==> src/rtl/core/csrb_pkg.sv <==
// ============================================================================
// csrb_pkg: shared definitions for the CSR builder
// Sizes, operation and status codes, and the memory command structs.
// ============================================================================
package csrb_pkg;

    localparam int VERTEX_DEPTH   = 1024;
    localparam int EDGE_DEPTH     = 4096;
    localparam int VERTEX_ID_BITS = 32;

    // Field widths of the transactions.
    localparam int FUNC_W = 3;
    localparam int SRC_W  = 10;
    localparam int TGT_W  = 32;
    localparam int RIDX_W = 12;
    localparam int VAL_W  = 32;
    localparam int STAT_W = 3;
    localparam int ACT_W  = 11;

    // Derived storage sizes.
    localparam int ROW_AW = $clog2(VERTEX_DEPTH + 1);
    localparam int ROW_W  = $clog2(EDGE_DEPTH + 1);
    localparam int COL_AW = $clog2(EDGE_DEPTH);
    localparam int COL_W  = (VERTEX_ID_BITS < TGT_W) ? VERTEX_ID_BITS : TGT_W;

    localparam logic [ACT_W-1:0] ACT_RESET = ACT_W'(1024);

    localparam logic [FUNC_W-1:0] FUNC_BEGIN    = 3'd0;
    localparam logic [FUNC_W-1:0] FUNC_APPEND   = 3'd1;
    localparam logic [FUNC_W-1:0] FUNC_FINISH   = 3'd2;
    localparam logic [FUNC_W-1:0] FUNC_READ_ROW = 3'd3;
    localparam logic [FUNC_W-1:0] FUNC_READ_COL = 3'd4;

    localparam logic [STAT_W-1:0] STATUS_OK        = 3'd0;
    localparam logic [STAT_W-1:0] STATUS_UNSORTED  = 3'd1;
    localparam logic [STAT_W-1:0] STATUS_FULL      = 3'd2;
    localparam logic [STAT_W-1:0] STATUS_SRC_RANGE = 3'd3;
    localparam logic [STAT_W-1:0] STATUS_IDX_RANGE = 3'd4;

    typedef struct packed {
        logic              clear;
        logic              we;
        logic [ROW_AW-1:0] waddr;
        logic [ROW_W-1:0]  wdata;
        logic              re;
        logic [ROW_AW-1:0] raddr;
    } t_row_cmd;

    typedef struct packed {
        logic              we;
        logic [COL_AW-1:0] waddr;
        logic [COL_W-1:0]  wdata;
        logic              re;
        logic [COL_AW-1:0] raddr;
    } t_col_cmd;

endpackage

==> src/rtl/core/csrb_if.sv <==
// ============================================================================
// csrb_if: request and response channels of the CSR builder
// Valid/ready channels; a transaction completes when both are high.
// ============================================================================
interface csrb_req_if;
    import csrb_pkg::*;

    logic              valid;
    logic              ready;
    logic [FUNC_W-1:0] func;
    logic [SRC_W-1:0]  source_index;
    logic [TGT_W-1:0]  target_vertex;
    logic [RIDX_W-1:0] read_index;

    modport source (output valid, func, source_index, target_vertex, read_index,
                    input ready);
    modport sink   (input valid, func, source_index, target_vertex, read_index,
                    output ready);
endinterface

interface csrb_rsp_if;
    import csrb_pkg::*;

    logic              valid;
    logic              ready;
    logic [VAL_W-1:0]  read_value;
    logic [STAT_W-1:0] status;

    modport source (output valid, read_value, status, input ready);
    modport sink   (input valid, read_value, status, output ready);
endinterface

==> src/rtl/core/csrb_ctrl.sv <==
// ============================================================================
// csrb_ctrl: operation sequencer of the CSR builder
// Decodes requests, checks appends, walks row fills and issues memory reads.
// ============================================================================
module csrb_ctrl (
    input  logic                          i_clk,
    input  logic                          i_rst_n,
    input  logic [csrb_pkg::ACT_W-1:0]    i_act,
    csrb_req_if.sink                      i_req,
    csrb_rsp_if.source                    o_rsp,
    output csrb_pkg::t_row_cmd            o_row,
    input  logic [csrb_pkg::ROW_W-1:0]    i_row_rdata,
    output csrb_pkg::t_col_cmd            o_col,
    input  logic [csrb_pkg::COL_W-1:0]    i_col_rdata
);
    import csrb_pkg::*;

    typedef enum logic [1:0] {
        S_IDLE,
        S_FILL,
        S_READ
    } t_state;

    t_state            r_state, n_state;
    logic [SRC_W-1:0]  r_prev, n_prev;
    logic [ROW_W-1:0]  r_edge_count, n_edge_count;
    logic              r_seen, n_seen;
    logic [ROW_AW-1:0] r_fill_idx, n_fill_idx;
    logic [ROW_AW-1:0] r_fill_last, n_fill_last;
    logic [ROW_W-1:0]  r_fill_val, n_fill_val;
    logic              r_tail, n_tail;
    logic              r_rd_col, n_rd_col;
    logic              r_out_valid, n_out_valid;
    logic [VAL_W-1:0]  r_out_value, n_out_value;
    logic [STAT_W-1:0] r_out_status, n_out_status;

    logic        w_accept;
    logic [31:0] w_src, w_prev, w_act, w_cnt, w_ridx, w_first;

    assign w_src  = 32'(i_req.source_index);
    assign w_prev = 32'(r_prev);
    assign w_act  = 32'(i_act);
    assign w_cnt  = 32'(r_edge_count);
    assign w_ridx = 32'(i_req.read_index);

    assign i_req.ready = (r_state == S_IDLE) && (!r_out_valid || o_rsp.ready);
    assign w_accept    = i_req.valid && i_req.ready;

    always_comb begin
        n_state      = r_state;
        n_prev       = r_prev;
        n_edge_count = r_edge_count;
        n_seen       = r_seen;
        n_fill_idx   = r_fill_idx;
        n_fill_last  = r_fill_last;
        n_fill_val   = r_fill_val;
        n_tail       = r_tail;
        n_rd_col     = r_rd_col;
        n_out_valid  = r_out_valid && !o_rsp.ready;
        n_out_value  = r_out_value;
        n_out_status = r_out_status;
        w_first      = '0;
        o_row        = '0;
        o_col        = '0;

        case (r_state)
            S_IDLE: begin
                if (w_accept) begin
                    // Every operation but a served read answers at once.
                    n_out_valid  = 1'b1;
                    n_out_value  = '0;
                    n_out_status = STATUS_OK;
                    case (i_req.func)
                        FUNC_BEGIN: begin
                            o_row.clear  = 1'b1;
                            n_prev       = '0;
                            n_edge_count = '0;
                            n_seen       = 1'b0;
                        end
                        FUNC_APPEND: begin
                            if (w_src >= w_act) begin
                                n_out_status = STATUS_SRC_RANGE;
                            end else if (r_seen && (w_src < w_prev)) begin
                                n_out_status = STATUS_UNSORTED;
                            end else if (w_cnt >= EDGE_DEPTH) begin
                                n_out_status = STATUS_FULL;
                            end else begin
                                o_col.we     = 1'b1;
                                o_col.waddr  = COL_AW'(r_edge_count);
                                o_col.wdata  = COL_W'(i_req.target_vertex);
                                // Walk skipped rows, ending on the source's end pointer.
                                if (!r_seen) begin
                                    w_first = 32'd1;
                                end else if (w_src == w_prev) begin
                                    w_first = w_src + 32'd1;
                                end else begin
                                    w_first = w_prev + 32'd2;
                                end
                                n_fill_idx   = ROW_AW'(w_first);
                                n_fill_last  = ROW_AW'(w_src + 32'd1);
                                n_fill_val   = r_edge_count;
                                n_tail       = 1'b1;
                                n_edge_count = r_edge_count + 1'b1;
                                n_prev       = i_req.source_index;
                                n_seen       = 1'b1;
                                n_state      = S_FILL;
                            end
                        end
                        FUNC_FINISH: begin
                            w_first = r_seen ? (w_prev + 32'd2) : 32'd1;
                            if (w_first <= w_act) begin
                                n_fill_idx  = ROW_AW'(w_first);
                                n_fill_last = ROW_AW'(w_act);
                                n_fill_val  = r_edge_count;
                                n_tail      = 1'b0;
                                n_state     = S_FILL;
                            end
                        end
                        FUNC_READ_ROW: begin
                            if (w_ridx > w_act) begin
                                n_out_status = STATUS_IDX_RANGE;
                            end else begin
                                o_row.re    = 1'b1;
                                o_row.raddr = ROW_AW'(i_req.read_index);
                                n_rd_col    = 1'b0;
                                n_out_valid = 1'b0;
                                n_state     = S_READ;
                            end
                        end
                        FUNC_READ_COL: begin
                            if (w_ridx >= w_cnt) begin
                                n_out_status = STATUS_IDX_RANGE;
                            end else begin
                                o_col.re    = 1'b1;
                                o_col.raddr = COL_AW'(i_req.read_index);
                                n_rd_col    = 1'b1;
                                n_out_valid = 1'b0;
                                n_state     = S_READ;
                            end
                        end
                        default: begin
                        end
                    endcase
                end
            end
            S_FILL: begin
                o_row.we    = 1'b1;
                o_row.waddr = r_fill_idx;
                o_row.wdata = (r_tail && (r_fill_idx == r_fill_last)) ?
                              r_edge_count : r_fill_val;
                if (r_fill_idx == r_fill_last) begin
                    n_state = S_IDLE;
                end else begin
                    n_fill_idx = r_fill_idx + 1'b1;
                end
            end
            S_READ: begin
                n_out_valid  = 1'b1;
                n_out_status = STATUS_OK;
                n_out_value  = r_rd_col ? VAL_W'(i_col_rdata) : VAL_W'(i_row_rdata);
                n_state      = S_IDLE;
            end
            default: begin
                n_state = S_IDLE;
            end
        endcase
    end

    always_ff @(posedge i_clk) begin
        if (!i_rst_n) begin
            r_state      <= S_IDLE;
            r_prev       <= '0;
            r_edge_count <= '0;
            r_seen       <= 1'b0;
            r_tail       <= 1'b0;
            r_rd_col     <= 1'b0;
            r_out_valid  <= 1'b0;
        end else begin
            r_state      <= n_state;
            r_prev       <= n_prev;
            r_edge_count <= n_edge_count;
            r_seen       <= n_seen;
            r_tail       <= n_tail;
            r_rd_col     <= n_rd_col;
            r_out_valid  <= n_out_valid;
        end
        r_fill_idx   <= n_fill_idx;
        r_fill_last  <= n_fill_last;
        r_fill_val   <= n_fill_val;
        r_out_value  <= n_out_value;
        r_out_status <= n_out_status;
    end

    assign o_rsp.valid      = r_out_valid;
    assign o_rsp.read_value = r_out_value;
    assign o_rsp.status     = r_out_status;

`ifndef SYNTHESIS
    a_fill_in_range: assert property (@(posedge i_clk) disable iff (!i_rst_n)
        (r_state == S_FILL) |-> (r_fill_idx <= r_fill_last))
        else $error("row fill walked past its last row");

    a_count_bound: assert property (@(posedge i_clk) disable iff (!i_rst_n)
        32'(r_edge_count) <= EDGE_DEPTH)
        else $error("edge count exceeds the column store depth");

    a_read_answers: assert property (@(posedge i_clk) disable iff (!i_rst_n)
        (r_state == S_READ) |=> r_out_valid)
        else $error("memory read produced no response");

    a_no_overwrite: assert property (@(posedge i_clk) disable iff (!i_rst_n)
        (r_out_valid && !o_rsp.ready) |=> (r_out_valid && $stable(r_out_value)))
        else $error("pending response was lost or changed");
`endif

endmodule

==> src/flat_wrapper.sv <==
// flat-port wrapper written by rule: the top's interface ports become plain ports
module csrb_ctrl_flat import csrb_pkg::*;
  (i_clk, i_rst_n, i_act, o_row, i_row_rdata, o_col, i_col_rdata, i_req_valid, i_req_func, i_req_source_index, i_req_target_vertex, i_req_read_index, i_req_ready, o_rsp_valid, o_rsp_read_value, o_rsp_status, o_rsp_ready);
  csrb_req_if i_req_i ();
  csrb_rsp_if o_rsp_i ();
  input  logic i_clk;
  input  logic i_rst_n;
  input  logic [csrb_pkg::ACT_W-1:0] i_act;
  output csrb_pkg::t_row_cmd o_row;
  input  logic [csrb_pkg::ROW_W-1:0] i_row_rdata;
  output csrb_pkg::t_col_cmd o_col;
  input  logic [csrb_pkg::COL_W-1:0] i_col_rdata;
  input wire logic [$bits(i_req_i.valid)-1:0] i_req_valid;
  input wire logic [$bits(i_req_i.func)-1:0] i_req_func;
  input wire logic [$bits(i_req_i.source_index)-1:0] i_req_source_index;
  input wire logic [$bits(i_req_i.target_vertex)-1:0] i_req_target_vertex;
  input wire logic [$bits(i_req_i.read_index)-1:0] i_req_read_index;
  output wire logic [$bits(i_req_i.ready)-1:0] i_req_ready;
  output wire logic [$bits(o_rsp_i.valid)-1:0] o_rsp_valid;
  output wire logic [$bits(o_rsp_i.read_value)-1:0] o_rsp_read_value;
  output wire logic [$bits(o_rsp_i.status)-1:0] o_rsp_status;
  input wire logic [$bits(o_rsp_i.ready)-1:0] o_rsp_ready;
  assign i_req_i.valid = i_req_valid;
  assign i_req_i.func = i_req_func;
  assign i_req_i.source_index = i_req_source_index;
  assign i_req_i.target_vertex = i_req_target_vertex;
  assign i_req_i.read_index = i_req_read_index;
  assign i_req_ready = i_req_i.ready;
  assign o_rsp_valid = o_rsp_i.valid;
  assign o_rsp_read_value = o_rsp_i.read_value;
  assign o_rsp_status = o_rsp_i.status;
  assign o_rsp_i.ready = o_rsp_ready;
  csrb_ctrl u_core (.i_clk(i_clk), .i_rst_n(i_rst_n), .i_act(i_act), .i_req(i_req_i), .o_rsp(o_rsp_i), .o_row(o_row), .i_row_rdata(i_row_rdata), .o_col(o_col), .i_col_rdata(i_col_rdata));
endmodule
==> config.mk <==
export PLATFORM = sky130hd
export DESIGN_NAME = csrb_ctrl_flat
export DESIGN_NICKNAME = d
export VERILOG_FILES = /design/src/rtl/core/csrb_pkg.sv /design/src/rtl/core/csrb_if.sv /design/src/rtl/core/csrb_ctrl.sv /design/src/flat_wrapper.sv
export SDC_FILE = /design/constraint.sdc
export NUM_CORES = 1
export LEC_CHECK = 0
export ABC_CLOCK_PERIOD_IN_PS = 4600
export BUFFER_PORTS_ARGS = -buffer_cell sky130_fd_sc_hd__buf_4
export CAP_MARGIN = 20
export CORE_ASPECT_RATIO = 1.5
export CORE_MARGIN = 2
export CORE_UTILIZATION = 51
export DETAILED_ROUTE_END_ITERATION = 10
export PLACE_DENSITY = 0.85
export SYNTH_ARGS = -nofsm -noshare
export SYNTH_HDL_FRONTEND = slang
export SYNTH_SLANG_ARGS = --single-unit
==> constraint.sdc <==
create_clock -name i_clk -period 4.6 [get_ports i_clk]
set_input_delay 0.46 -clock i_clk [delete_from_list [all_inputs] [get_ports i_clk]]
set_output_delay 0.46 -clock i_clk [all_outputs]
set_load 0.02 [all_outputs]
==> reports/summary.txt <==
GLOBAL ROUTING
----------------------------------------------------------------------------------------
Wire length of the first global-routing pass                                    34.40 mm
Number of global-route vias before repair                                           6926
Met2 usage                                                                        55.95%
Met3 usage in global routing                                                      4.227%
Peak-usage layer in the global routing report                                       met2
Pin count of the biggest net entering global routing                                  45
Overall Global Routing Usage                                                      30.36%
Number of antenna violations at the first check in global routing                      0
GRT overflow                                                                           0
Global-route met1 utilization                                                     31.75%

CELLS AND AREA
----------------------------------------------------------------------------------------
Synthesis-to-finish area growth                                                   33.70%
Final Core Density                                                                70.00%
Final net count                                                                     1150
Layout cell share with drive strength beyond 1                                    29.52%
Fill cells                                                                          1051
Antenna diodes                                                                         0
Finished Layout Cells                                                               1138
Post-layout instance area                                                     9158 sq um

WORST SETUP PATH
----------------------------------------------------------------------------------------
Startpoint-to-endpoint class of the critical path                           flip-flop to flip-flop
CP Launch Type                                                                 flip-flop
Internal reg-to-reg setup slack                                                  0.78 ns
Critical-path maximum fanout                                                          13
Number of cells on the worst reg-to-reg path                                          12
Reg2reg end                                                                 u_core.r_fill_idx[7]
Data required time at the worst endpoint                                         4.63 ns
Crit Reg-Reg Startpoint                                                     u_core.r_prev[1]
Crit end category                                                              flip-flop
Worst Path Arrival                                                               3.85 ns

LOGIC SYNTHESIS
----------------------------------------------------------------------------------------
Netlist area before placement                                                 6849 sq um
Share of synthesized area spent on multiplexers                                   4.750%
Largest family of logic cells by synthesized area                           simple AND/OR/NAND/NOR gates
Average size of a mapped cell                                                9.255 sq um
Number of nets in the synthesized netlist                                            916
Synthesized-area fraction occupied by adder cells                                 10.78%
Top_reg_cell synth                                                          sky130_fd_sc_hd__edfxtp_1
Count of cell types in the netlist                                                    57
Number of flops mapped to enable cells by yosys                                       70
Area fraction of the dominant cell type after synthesis                           30.69%
Post-synthesis sequential area ratio                                              39.17%
Synth top area cells                                                        sky130_fd_sc_hd__edfxtp_1, sky130_fd_sc_hd__ha_1, sky130_fd_sc_hd__dfxtp_1, sky130_fd_sc_hd__and3_1, sky130_fd_sc_hd__nor2_1
Commonest cells post-synth                                                  sky130_fd_sc_hd__nor2_1, sky130_fd_sc_hd__edfxtp_1, sky130_fd_sc_hd__and3_1, sky130_fd_sc_hd__ha_1, sky130_fd_sc_hd__nand2_1
Cell type with the largest total area after synthesis                       sky130_fd_sc_hd__edfxtp_1
YS warnings                                                                            0
Most common cell in the netlist                                             sky130_fd_sc_hd__nor2_1
Synth async-reset ratio                                                               0%
Xor/xnor cell area share of the yosys netlist                                     4.604%
Post-Synth Simple-Gate Area                                                       23.95%
Mapped Cells                                                                         740
#FFs+latches synth                                                                    99
Area fraction in compound gates after synthesis                                   12.13%

WORST HOLD PATH
----------------------------------------------------------------------------------------
Worst Hold Path EP                                                          u_core.o_rsp.read_value[23]
Number of cells traversed by the worst hold path                                       2
Hold Crit Class                                                             input port to flip-flop
Startpoint of the worst hold path                                           i_col_rdata[23]

TIMING
----------------------------------------------------------------------------------------
Setup total negative slack                                                          0 ns
Setup repair after global routing missed its margin                                false
F_max                                                                          262.0 MHz
Tmin final                                                                      3.816 ns
Number of endpoints with negative hold slack in the final report                       0
Portion of the clock cycle consumed by the worst path in the final layout         82.96%
Remaining max-slew budget at the tightest pin                                     34.89%
Endpoints failing setup                                                                0
Clock Skews                                                                  0.008594 ns
Count of final max-slew check failures                                                 0
Least-Margin Pin Slew                                                          0.9631 ns
Worst path setup slack after routing                                           0.7836 ns

CLOCK NETWORK
----------------------------------------------------------------------------------------
Clock root cell                                                             sky130_fd_sc_hd__clkbuf_16
TritonCTS clock tree                                                                done
Number of H-tree levels                                                                3
Reg clk slew, reported paths                                                     0.08 ns
Buffer depth of the longest clock path                                                 2
Total setup buffers inserted after CTS                                                 0
Insertion delay of the later-clocked pin in the worst-skew pair                  0.35 ns
Clock Sink Count                                                                      99
Number of hold-repair buffers added at the cts stage                                   0
Number of buffers created by CTS                                                       9
CTS-repair resized insts                                                               0

DETAILED ROUTING
----------------------------------------------------------------------------------------
Total wire length after detailed routing                                        22.37 mm
Number of DRC markers in iteration 0                                                 482
Overall via count from detail_route                                                 6794
DRT antenna net count                                                                  0
1st-pass router iterations                                                             5
Vias per std cell                                                                  5.970
DRC                                                                                    0
Routed len/inst                                                                 19.66 um

POWER AND IR DROP
----------------------------------------------------------------------------------------
Fraction of power consumed by combinational cells                                  22.1%
Leakage power                                                                   4.253 nW
Switching component of the power                                               0.6864 mW
Internal power summed over all cells                                            1.614 mW
Power Density                                                               251.2 nW/um^2
Clock share of power                                                               32.6%
Flop pwr share                                                                     45.3%
Switching part of the total                                                       29.84%
Peak supply drop                                                                169.4 uV

PLACEMENT
----------------------------------------------------------------------------------------
Cell area after placement                                                     8865 sq um
Number of instances in the placed design                                            1122
Count of port buffers added during placement                                         249
Gp weighted congestion                                                            0.9734
Post-placement setup slack                                                     0.9009 ns
Placed wire-length estimate after detailed placement                            17.37 mm

DIE
----------------------------------------------------------------------------------------
Starting utilization of the core area                                             52.36%
Vertical die dimension                                                          145.9 um
Area of the die                                                              14390 sq um
Site Rows                                                                             51
Core Region                                                                  13080 sq um
Count of pins on the block boundary                                                  250
Horiz. Die Dim                                                                  98.62 um

FLOW RUN
----------------------------------------------------------------------------------------
Max Cap Viol                                                                           0

STATUS
----------------------------------------------------------------------------------------
Outcome                                                                     finished clean

==> power by group through the flow <==
stage / registers, mW / clock network (mW) / logic (mW)
2_1_floorplan: 1.10 / 0 / 0.230
3_3_place_gp: 1.06 / 0 / 0.491
3_5_place_dp: 1.06 / 0 / 0.501
4_1_cts: 1.04 / 0.751 / 0.505
5_1_grt: 1.05 / 0.778 / 0.545
6_report: 1.04 / 0.749 / 0.508
==> worst max-delay path by stage <==
stage                     start                    to  slack [ns]  depth (start not counted)
3_3_place_gp   u_core.r_prev[1]  u_core.r_fill_idx[0]        1.02                         12
3_5_place_dp   u_core.r_prev[1]  u_core.r_fill_idx[3]        0.90                         12
5_1_grt        u_core.r_prev[1]  u_core.r_fill_idx[1]        0.50                         12
6_report       u_core.r_prev[1]  u_core.r_fill_idx[7]        0.78                         12
2_1_floorplan  u_core.r_prev[1]  u_core.r_fill_idx[0]        1.04                         12
4_1_cts        u_core.r_prev[1]  u_core.r_fill_idx[8]        0.88                         12
==> logic make-up after synthesis <==
logic type / Yosys count
simple gates: 313
compound gates: 123
flops: 99
buf+inv: 78
fa+ha+maj: 59
xor+xnor: 36
mux: 32
==> critical path: stages (launching register included) <==
cell and delay, ns:
sky130_fd_sc_hd__dfxtp_1 0.43, sky130_fd_sc_hd__ha_1 0.27, sky130_fd_sc_hd__nand2_1 0.08, sky130_fd_sc_hd__nor3_1 0.27, sky130_fd_sc_hd__xnor2_1 0.18, sky130_fd_sc_hd__nor2_1 0.06
sky130_fd_sc_hd__ha_1 0.29, sky130_fd_sc_hd__a21o_1 0.18, sky130_fd_sc_hd__a21oi_1 0.18, sky130_fd_sc_hd__or4b_1 0.45, sky130_fd_sc_hd__o22ai_1 0.20, sky130_fd_sc_hd__o211a_1 0.54
sky130_fd_sc_hd__or2_2 0.38
==> through the flow <==
step / total power [mW] / hold WS [ns]
2_1_floorplan: 1.325 / 0.4064
3_3_place_gp: 1.552 / 0.4597
3_5_place_dp: 1.564 / 0.4643
4_1_cts: 2.298 / 0.4145
5_1_grt: 2.372 / 0.4238
6_report: 2.300 / 0.4138
==> per-layer routing <==
layer	part of all wire [%]	routed length [um]	vias up
li1	-	-	3153
met1	35	7767	3149
met2	52	11720	397
met3	6.9	1537	95
met4	6.0	1345	0
met5	0	0	-
==> final cells by class <==
type / count / area (sq um) / share of cell area, %
inverters: 40 / 150.1 / 1.640
clock buffers: 9 / 225.2 / 2.459
clock inverters: 7 / 67.56 / 0.7378
flip-flops and latches: 99 / 2683 / 29.29
repair buffers: 261 / 1979 / 21.61
well taps: 159 / 198.9 / 2.172
multi-input cells: 563 / 3854 / 42.08
==> sequential cells by signal (all words and copies together), names as in the netlist <==
| signal | count |
|---|---|
| u_core.r_fill_last | 11 |
| u_core.r_tail | 1 |
| u_core.o_rsp.read_value | 32 |
| u_core.r_fill_val | 13 |
| u_core.r_fill_idx | 11 |
| u_core.r_rd_col | 1 |
| u_core.r_state | 2 |
| u_core.o_rsp.valid | 1 |
| u_core.r_edge_count | 13 |
| u_core.r_seen | 1 |
| u_core.r_prev | 10 |
| u_core.o_rsp.status | 3 |
==> cell usage in the layout (no fill, tap or decap), drive strengths merged, types with 11 or more instances in the layout <==
master / instances
nand4: 15
and2: 36
o32ai: 11
a21oi: 27
and3: 66
nand2: 46
dfxtp: 29
edfxtp: 70
mux2i: 28
ha: 59
o21ai: 20
xnor2: 27
o22ai: 11
buf: 261
nor2: 77
nor3: 15
inv: 43
o211ai: 11
nand3: 30
(Power assumes the default switching activity.)
